**src/sv/edfts_pkg.sv**
```systemverilog
// ----------------------------------------------------------------------------
// edfts_pkg
// shared types and constants of the deadline task table scheduler
// ----------------------------------------------------------------------------
package edfts_pkg;

    localparam int MAX_TASKS = 16;
    localparam int SLOT_W    = $clog2(MAX_TASKS);
    localparam int CNT_W     = $clog2(MAX_TASKS + 1);

    typedef enum logic [1:0] {
        OP_REGISTER  = 2'd0,
        OP_MARK_DONE = 2'd1,
        OP_RELEASE   = 2'd2,
        OP_PICK      = 2'd3
    } t_op;

    typedef struct packed {
        t_op         operation;
        logic [7:0]  task_id;
        logic [31:0] period;
        logic [31:0] release_time;
        logic [7:0]  priority_number;
        logic        start_done;
        logic [31:0] now_tick;
    } t_in_item;

    typedef struct packed {
        logic [3:0]  slot_index;
        logic        table_full;
        logic [15:0] released_mask;
        logic        found;
        logic [7:0]  next_priority;
    } t_out_item;

    typedef struct packed {
        logic [7:0]  id;
        logic [31:0] period;
        logic [31:0] release_tick;
        logic        done;
        logic [7:0]  prio;
    } t_entry;

    localparam int ENTRY_W = $bits(t_entry);

endpackage

```
**src/sv/edfts_ram.sv**
```systemverilog
// ----------------------------------------------------------------------------
// edfts_ram
// generic ram, one write port and one registered read port
// ----------------------------------------------------------------------------
module edfts_ram #(
    parameter int WIDTH = 8,
    parameter int DEPTH = 16
) (
    input  logic                     i_clk,
    input  logic                     i_we,
    input  logic [$clog2(DEPTH)-1:0] i_waddr,
    input  logic [WIDTH-1:0]         i_wdata,
    input  logic [$clog2(DEPTH)-1:0] i_raddr,
    output logic [WIDTH-1:0]         o_rdata
);

    logic [WIDTH-1:0] r_mem [DEPTH];
    logic [WIDTH-1:0] r_rdata;

    always_ff @(posedge i_clk) begin
        if (i_we) begin
            r_mem[i_waddr] <= i_wdata;
        end
        r_rdata <= r_mem[i_raddr];
    end

    assign o_rdata = r_rdata;

endmodule

```
**src/sv/edfts_engine.sv**
```systemverilog
// ----------------------------------------------------------------------------
// edfts_engine
// task table in ram, register / mark done / release / pick sequencer
// ----------------------------------------------------------------------------
module edfts_engine (
    input  logic                i_clk,
    input  logic                i_rst_n,
    input  logic                i_start,
    input  edfts_pkg::t_in_item i_cmd,
    input  logic                i_ack,
    output logic                o_done,
    output edfts_pkg::t_out_item o_res
);

    typedef enum logic [3:0] {
        S_IDLE  = 4'b0001,
        S_SCAN  = 4'b0010,
        S_DRAIN = 4'b0100,
        S_DONE  = 4'b1000
    } t_state;

    t_state                      r_state, n_state;
    logic [edfts_pkg::CNT_W-1:0]  r_fill, n_fill;
    logic [edfts_pkg::SLOT_W-1:0] r_rd_addr, n_rd_addr;
    logic                        r_rd_vld, n_rd_vld;
    logic [edfts_pkg::SLOT_W-1:0] r_rd_slot, n_rd_slot;
    logic                        r_dv, n_dv;
    logic [31:0]                 r_dist, n_dist;
    logic [7:0]                  r_dprio, n_dprio;
    logic                        r_have, n_have;
    logic [31:0]                 r_best, n_best;
    logic [7:0]                  r_bp, n_bp;
    logic [15:0]                 r_mask, n_mask;
    edfts_pkg::t_out_item        r_res, n_res;

    logic                        we;
    logic [edfts_pkg::SLOT_W-1:0] waddr;
    edfts_pkg::t_entry           wdata;
    edfts_pkg::t_entry           rd;
    logic [edfts_pkg::ENTRY_W-1:0] rdata;
    logic                        issue;
    logic                        last;
    logic [31:0]                 due;

    edfts_ram #(
        .WIDTH (edfts_pkg::ENTRY_W),
        .DEPTH (edfts_pkg::MAX_TASKS)
    ) u_ram (
        .i_clk   (i_clk),
        .i_we    (we),
        .i_waddr (waddr),
        .i_wdata (wdata),
        .i_raddr (r_rd_addr),
        .o_rdata (rdata)
    );

    assign rd    = edfts_pkg::t_entry'(rdata);
    assign due   = rd.release_tick + rd.period;
    assign issue = (edfts_pkg::CNT_W'(r_rd_addr) < r_fill);
    assign last  = ((edfts_pkg::CNT_W'(r_rd_addr) + edfts_pkg::CNT_W'(1)) >= r_fill);

    always_comb begin
        n_state   = r_state;
        n_fill    = r_fill;
        n_rd_addr = r_rd_addr;
        n_rd_vld  = 1'b0;
        n_rd_slot = r_rd_slot;
        n_dv      = 1'b0;
        n_dist    = r_dist;
        n_dprio   = r_dprio;
        n_have    = r_have;
        n_best    = r_best;
        n_bp      = r_bp;
        n_mask    = r_mask;
        n_res     = r_res;
        we        = 1'b0;
        waddr     = r_rd_slot;
        wdata     = rd;

        // read data from the previous cycle, modify and write back
        if (r_rd_vld) begin
            case (i_cmd.operation)
                edfts_pkg::OP_MARK_DONE: begin
                    if (rd.id == i_cmd.task_id) begin
                        we         = 1'b1;
                        wdata.done = 1'b1;
                    end
                end
                edfts_pkg::OP_RELEASE: begin
                    if (rd.done && (due <= i_cmd.now_tick)) begin
                        we                 = 1'b1;
                        wdata.done         = 1'b0;
                        wdata.release_tick = i_cmd.now_tick;
                        n_mask             = r_mask | (16'(1) << r_rd_slot);
                    end
                end
                edfts_pkg::OP_PICK: begin
                    n_dv    = ~rd.done;
                    n_dist  = due - i_cmd.now_tick;
                    n_dprio = rd.prio;
                end
                default: begin
                end
            endcase
        end

        // distance compare, later slot wins ties
        if (r_dv && (!r_have || (r_dist <= r_best))) begin
            n_have = 1'b1;
            n_best = r_dist;
            n_bp   = r_dprio;
        end

        case (r_state)
            S_IDLE: begin
                if (i_start) begin
                    n_res     = '0;
                    n_mask    = '0;
                    n_have    = 1'b0;
                    n_bp      = '0;
                    n_rd_addr = '0;
                    if (i_cmd.operation == edfts_pkg::OP_REGISTER) begin
                        n_state = S_DONE;
                        if (r_fill == edfts_pkg::CNT_W'(edfts_pkg::MAX_TASKS)) begin
                            n_res.table_full = 1'b1;
                        end else begin
                            we                 = 1'b1;
                            waddr              = r_fill[edfts_pkg::SLOT_W-1:0];
                            wdata.id           = i_cmd.task_id;
                            wdata.period       = i_cmd.period;
                            wdata.release_tick = i_cmd.release_time;
                            wdata.done         = i_cmd.start_done;
                            wdata.prio         = i_cmd.priority_number;
                            n_res.slot_index   = 4'(r_fill);
                            n_fill             = r_fill + edfts_pkg::CNT_W'(1);
                        end
                    end else begin
                        n_state = S_SCAN;
                    end
                end
            end
            S_SCAN: begin
                n_rd_vld  = issue;
                n_rd_slot = r_rd_addr;
                if (last) begin
                    n_state = S_DRAIN;
                end else begin
                    n_rd_addr = r_rd_addr + edfts_pkg::SLOT_W'(1);
                end
            end
            S_DRAIN: begin
                if (!r_rd_vld && !r_dv) begin
                    n_state = S_DONE;
                    if (i_cmd.operation == edfts_pkg::OP_RELEASE) begin
                        n_res.released_mask = r_mask;
                    end else if (i_cmd.operation == edfts_pkg::OP_PICK) begin
                        n_res.found         = r_have;
                        n_res.next_priority = r_bp;
                    end
                end
            end
            S_DONE: begin
                if (i_ack) begin
                    n_state = S_IDLE;
                end
            end
            default: begin
                n_state = S_IDLE;
            end
        endcase
    end

    always_ff @(posedge i_clk) begin
        if (!i_rst_n) begin
            r_state  <= S_IDLE;
            r_fill   <= '0;
            r_rd_vld <= 1'b0;
            r_dv     <= 1'b0;
        end else begin
            r_state  <= n_state;
            r_fill   <= n_fill;
            r_rd_vld <= n_rd_vld;
            r_dv     <= n_dv;
        end
    end

    always_ff @(posedge i_clk) begin
        r_rd_addr <= n_rd_addr;
        r_rd_slot <= n_rd_slot;
        r_dist    <= n_dist;
        r_dprio   <= n_dprio;
        r_have    <= n_have;
        r_best    <= n_best;
        r_bp      <= n_bp;
        r_mask    <= n_mask;
        r_res     <= n_res;
    end

    assign o_done = (r_state == S_DONE);
    assign o_res  = r_res;

endmodule

```
**src/sv/edf_task_table_scheduler.sv**
```systemverilog
// ----------------------------------------------------------------------------
// edf_task_table_scheduler
// earliest deadline first task table with valid/stall item channels
// ----------------------------------------------------------------------------
// The block holds up to MAX_TASKS periodic tasks in a single ram and handles
// one item at a time. Mark done, release and pick items read every
// registered slot, one slot per cycle through the ram port, and mark done
// and release items write back the slots that they change. The next item is
// accepted as soon as the previous result sits in the output register.
module edf_task_table_scheduler (
    input  logic                 i_clk,
    input  logic                 i_rst_n,
    input  logic                 i_in_valid,
    output logic                 o_in_stall,
    input  edfts_pkg::t_in_item  i_in_item,
    output logic                 o_out_valid,
    input  logic                 i_out_stall,
    output edfts_pkg::t_out_item o_out_item
);

    logic                 r_busy;
    logic                 r_start;
    edfts_pkg::t_in_item  r_in;
    logic                 r_out_vld;
    edfts_pkg::t_out_item r_out;

    logic                 in_acc;
    logic                 eng_done;
    logic                 eng_ack;
    edfts_pkg::t_out_item eng_res;

    assign in_acc  = i_in_valid && !r_busy;
    assign eng_ack = eng_done && (!r_out_vld || !i_out_stall);

    edfts_engine u_engine (
        .i_clk   (i_clk),
        .i_rst_n (i_rst_n),
        .i_start (r_start),
        .i_cmd   (r_in),
        .i_ack   (eng_ack),
        .o_done  (eng_done),
        .o_res   (eng_res)
    );

    always_ff @(posedge i_clk) begin
        if (!i_rst_n) begin
            r_busy    <= 1'b0;
            r_start   <= 1'b0;
            r_out_vld <= 1'b0;
        end else begin
            r_start <= in_acc;
            if (in_acc) begin
                r_busy <= 1'b1;
            end else if (eng_ack) begin
                r_busy <= 1'b0;
            end
            if (eng_ack) begin
                r_out_vld <= 1'b1;
            end else if (!i_out_stall) begin
                r_out_vld <= 1'b0;
            end
        end
    end

    always_ff @(posedge i_clk) begin
        if (in_acc) begin
            r_in <= i_in_item;
        end
        if (eng_ack) begin
            r_out <= eng_res;
        end
    end

    assign o_in_stall  = r_busy;
    assign o_out_valid = r_out_vld;
    assign o_out_item  = r_out;

endmodule

```
**config.mk**
```make
export PLATFORM = sky130hd
export DESIGN_NAME = edf_task_table_scheduler
export DESIGN_NICKNAME = d
export VERILOG_FILES = /design/src/sv/edfts_pkg.sv /design/src/sv/edfts_ram.sv /design/src/sv/edfts_engine.sv /design/src/sv/edf_task_table_scheduler.sv
export SDC_FILE = /design/constraint.sdc
export NUM_CORES = 2
export LEC_CHECK = 0
export BUFFER_PORTS_ARGS = -buffer_cell sky130_fd_sc_hd__buf_2
export CORE_MARGIN = 4
export CORE_UTILIZATION = 25
export CTS_CLUSTER_SIZE = 25
export DETAILED_ROUTE_END_ITERATION = 8
export GPL_TIMING_DRIVEN = 0
export PLACE_DENSITY_LB_ADDON = 0.2
export RECOVER_POWER = 50
export SYNTH_ARGS = -nofsm -noshare
export SYNTH_HDL_FRONTEND = slang
export SYNTH_SLANG_ARGS = --single-unit
```
**constraint.sdc**
```tcl
create_clock -name i_clk -period 8.9 [get_ports i_clk]
set_input_delay 1.78 -clock i_clk [delete_from_list [all_inputs] [get_ports i_clk]]
set_output_delay 1.78 -clock i_clk [all_outputs]
set_load 0.02 [all_outputs]
```
==> out/results.tsv <==
metric	value	unit
status	finished with violations	
failing checks	max-capacitance violations, max-slew violations	
setup repair bufs after CTS	0	
Mapped Cells	3366	
dpl ws	751.7	ps
drt wl/cell	26.53	µm
warnings from Yosys	0	
synth-to-layout area growth	19.84	%
critical path required time	9400	ps
clk sinks	1671	
Die Span Y	520.1	µm
Post-Synthesis Cell Area	0.06556	mm²
root buffer cell	clkbuf_16	
Peak VDD IR	204.7	µV
prevailing post-synth register cell	edfxtp_1	
Mapped Nets	3598	
layout cells sized above 1	0.2295	
area of the die	0.2705	mm²
endpoints failing setup	0	
Seq cells post-synth	1671	
Max clock buf depth	3	
synth top area cells	edfxtp_1 71%, mux4_2 14%, dfxtp_1 3.7%	
Num CTS Buffers	188	
FP Rows	187	
Worst-path clk slew	60	ps
r2r setup slk	550	ps
placed cells	7101	
final count of hold timing violations	0	
PwrDens	276.7	mW/mm²
Hold Buf Count CTS	0	
port bufs	150	
fraction of registers with async set/reset	0	
All-Layer GR Usage	0.1435	
Period Utilization, post-route	0.9385	
crit start category	register	
Post-Layout Cell Count	7460	
Crit Path Category	register to register	
Final Core Density	0.3020	
grt total ovfl	0	
Initial DRC Count	3127	
WP data arrival	8850	ps
GPL Wtd Cong	0.7957	
Core Area	0.2602	mm²
IO Count	151	
max-cap check violation count	19	
Syn Area/Cell	19.48	µm²
htree depth	4	
CTS tree	done	
Post-synth EDFFs	1551	
Critical Path End	u_engine.u_ram.r_mem[5][52]	
leading area contributor after synthesis	edfxtp_1	
post-cts resize count	0	
register area share after synthesis	0.7470	
# DRC	0	
min Tclk post-route	8353	ps
Skew-Pair Late Insertion Delay	830	ps
Rel. slew slack	-0.4199	
Achievable Freq	119.7	MHz
total vias in the final route	33468	
largest net degree at the start of global routing	33	
Initial Utilization	0.2520	
Via density	4.486	
initial antenna violation count	19	
vias in the first global route	34313	
reg2reg start	u_engine.u_ram.o_rdata[41]	
CP Max Fanout	15	
hpwl dp	131.0	mm
measured slew at the worst slew-check pin	2130	ps
top cell type's share of synthesized area	0.7104	
worst hold path class	register to register	
Layout Skew	45.44	ps
DRT Pass-1 Iters	6	
fin. max-slew vios	327	
RSZ-0062 raised after global routing	no	
Fillers	25555	
Lkg Pwr	25.38	nW
first-pass GRT wire length	273.3	mm
Detailed Route WL	198.0	mm
chip width	520.1	µm
Final #Nets	4027	
Reg2Reg Depth	22	
CP Launch Point	u_engine.u_ram.o_rdata[41]	
setup TNS	0	ps
Worst R2R End	u_engine.u_ram.r_mem[5][52]	
Worst Slack Setup Final	547.5	ps
antenna-violating nets left	0	
library cells used by synthesis	75	
CP Capture Type	register	
## sequential cells by signal, indices dropped and copies added, names as in the netlist
name and count:
r_start 1, o_out_valid 1, u_engine.r_best 32, o_out_item 30, u_engine.r_dist 32, u_engine.r_rd_slot 4
u_engine.r_fill 5, u_engine.o_res 30, u_engine.u_ram.o_rdata 81, u_engine.r_bp 8, o_in_stall 1, u_engine.r_dprio 8
u_engine.r_mask 16, u_engine.r_rd_addr 4, u_engine.r_dv 1, r_in 115, u_engine.r_rd_vld 1, u_engine.r_have 1
u_engine.u_ram.r_mem 1296, u_engine.r_state 4
## metrics by stage
step / area (µm²) / hold WS [ps] / total power [mW]
after floorplan: 65560 / 400.3 / 12.72
after global placement: 70690 / 407.3 / 14.19
after detailed placement: 72700 / 411.6 / 14.22
after CTS: 78920 / 417.7 / 22.08
after global routing: 78570 / 427.0 / 22.80
final: 78570 / 414.3 / 21.74
## cell families (layout without fill, tap and decap cells)
| group | after synthesis | count (layout) | synth area share |
|---|---|---|---|
| other | 0 | 4 | 0 |
| XOR/XNOR | 67 | 67 | 0.008950 |
| buffers and inverters | 241 | 835 | 0.01406 |
| adder cells (fa/ha/maj) | 113 | 113 | 0.02179 |
| AO/OA/AOI/OAI | 323 | 323 | 0.02975 |
| AND/OR/NAND/NOR | 541 | 541 | 0.03849 |
| flip-flops | 1671 | 1671 | 0.7470 |
| multiplexers | 410 | 410 | 0.1399 |
## worst max-delay path, cell delays in order, from the launching register on
cell,delay (ps)
dfxtp_1,530
ha_1,240
inv_1,50
fa_1,430
nand2b_1,190
a21oi_1,200
o21ai_0,160
a21oi_1,450
o21ai_0,340
o21ai_0,530
o211ai_1,180
ha_1,300
clkbuf_1,270
and4_1,300
and2_1,160
and4_1,210
a31oi_1,70
a211oi_1,890
o2111ai_1,360
o32a_1,370
nor2_1,1220
buf_12,290
buf_12,220
## placed cells by master (no fill, tap or decap), drive strengths merged, types with 6 or more instances in the layout
master / count
nand3: 40
nor2: 109
clkbuf: 431
o211ai: 7
nand2b: 12
edfxtp: 1551
and3: 9
a31oi: 18
o21ai: 87
a21o: 25
ha: 111
o21a: 9
a21oi: 117
and4: 6
nand2: 236
clkinv: 57
nor3: 19
a21boi: 6
a211oi: 10
bufinv: 11
nor2b: 19
buf: 212
mux4: 405
xnor2: 49
and2: 47
nand4: 16
clkinvlp: 14
o21bai: 8
inv: 109
xor2: 18
dfxtp: 120
## power by group
part / leakage, nW / switching, mW / internal (mW)
sequential: 15.0 / 0.246 / 9.50
combinational: 7.33 / 2.68 / 1.56
clock: 3.02 / 3.23 / 4.52
## routing by layer
layer	vias to the layer above	part of all wire	global-route usage
li1	14464	-	-
met1	17818	0.45	0.1981
met2	945	0.47	0.2307
met3	241	0.054	0.02855
met4	0	0.025	0.03881
met5	-	0	0
## synthesized netlist by cell type, types with 3 or more instances
cell type  instances
nand4b_1           4
buf_1             37
o21ai_1           35
and4_1             6
and2_1            46
nor2_2             3
clkbuf_1          94
buf_2              8
nor2b_1           19
nand2_1          236
mux4_2           405
o21ai_0           52
xnor2_1           49
o32a_1             4
xor2_1            18
and3_1             9
nand3b_1           4
nand2b_1          12
nor3_1            17
a21boi_0           6
o211ai_1           6
nand3_1           40
o21a_1             9
mux2i_1            3
a31oi_1           18
inv_1            100
edfxtp_1        1551
a21o_1            25
dfxtp_1          120
or3_1              4
o22ai_1            4
a211oi_1          10
nor2_1           106
or2_2              3
ha_1             111
o21bai_1           8
nor4_1             3
nand4_1           16
a21oi_1          117
## final cells by class
| cell class | count | area, µm² | area share |
|---|---|---|---|
| multi-input cells | 1454 | 15700 | 0.1998 |
| flip-flops and latches | 1671 | 48980 | 0.6233 |
| repair buffers | 239 | 2379 | 0.03027 |
| plain buffers | 140 | 539.3 | 0.006863 |
| well taps | 3496 | 4374 | 0.05567 |
| clock buffers | 265 | 5348 | 0.06806 |
| clock inverters | 90 | 869.6 | 0.01107 |
| inverters | 101 | 379.1 | 0.004825 |
| diodes | 4 | 10.01 | 0.0001274 |
## worst min-delay path by stage
| stage | cells past startpoint | slack, ps | startpoint | end |
|---|---|---|---|---|
| after global placement | 0 | 410 | u_engine.o_res[21] | o_out_item[21] |
| final | 0 | 410 | u_engine.o_res[19] | o_out_item[19] |
| after global routing | 0 | 430 | u_engine.o_res[14] | o_out_item[14] |
| after floorplan | 0 | 400 | u_engine.o_res[0] | o_out_item[0] |
| after CTS | 0 | 420 | u_engine.o_res[19] | o_out_item[19] |
| after detailed placement | 0 | 410 | u_engine.o_res[24] | o_out_item[24] |
No activity file was read; power rests on OpenSTA's default activity.
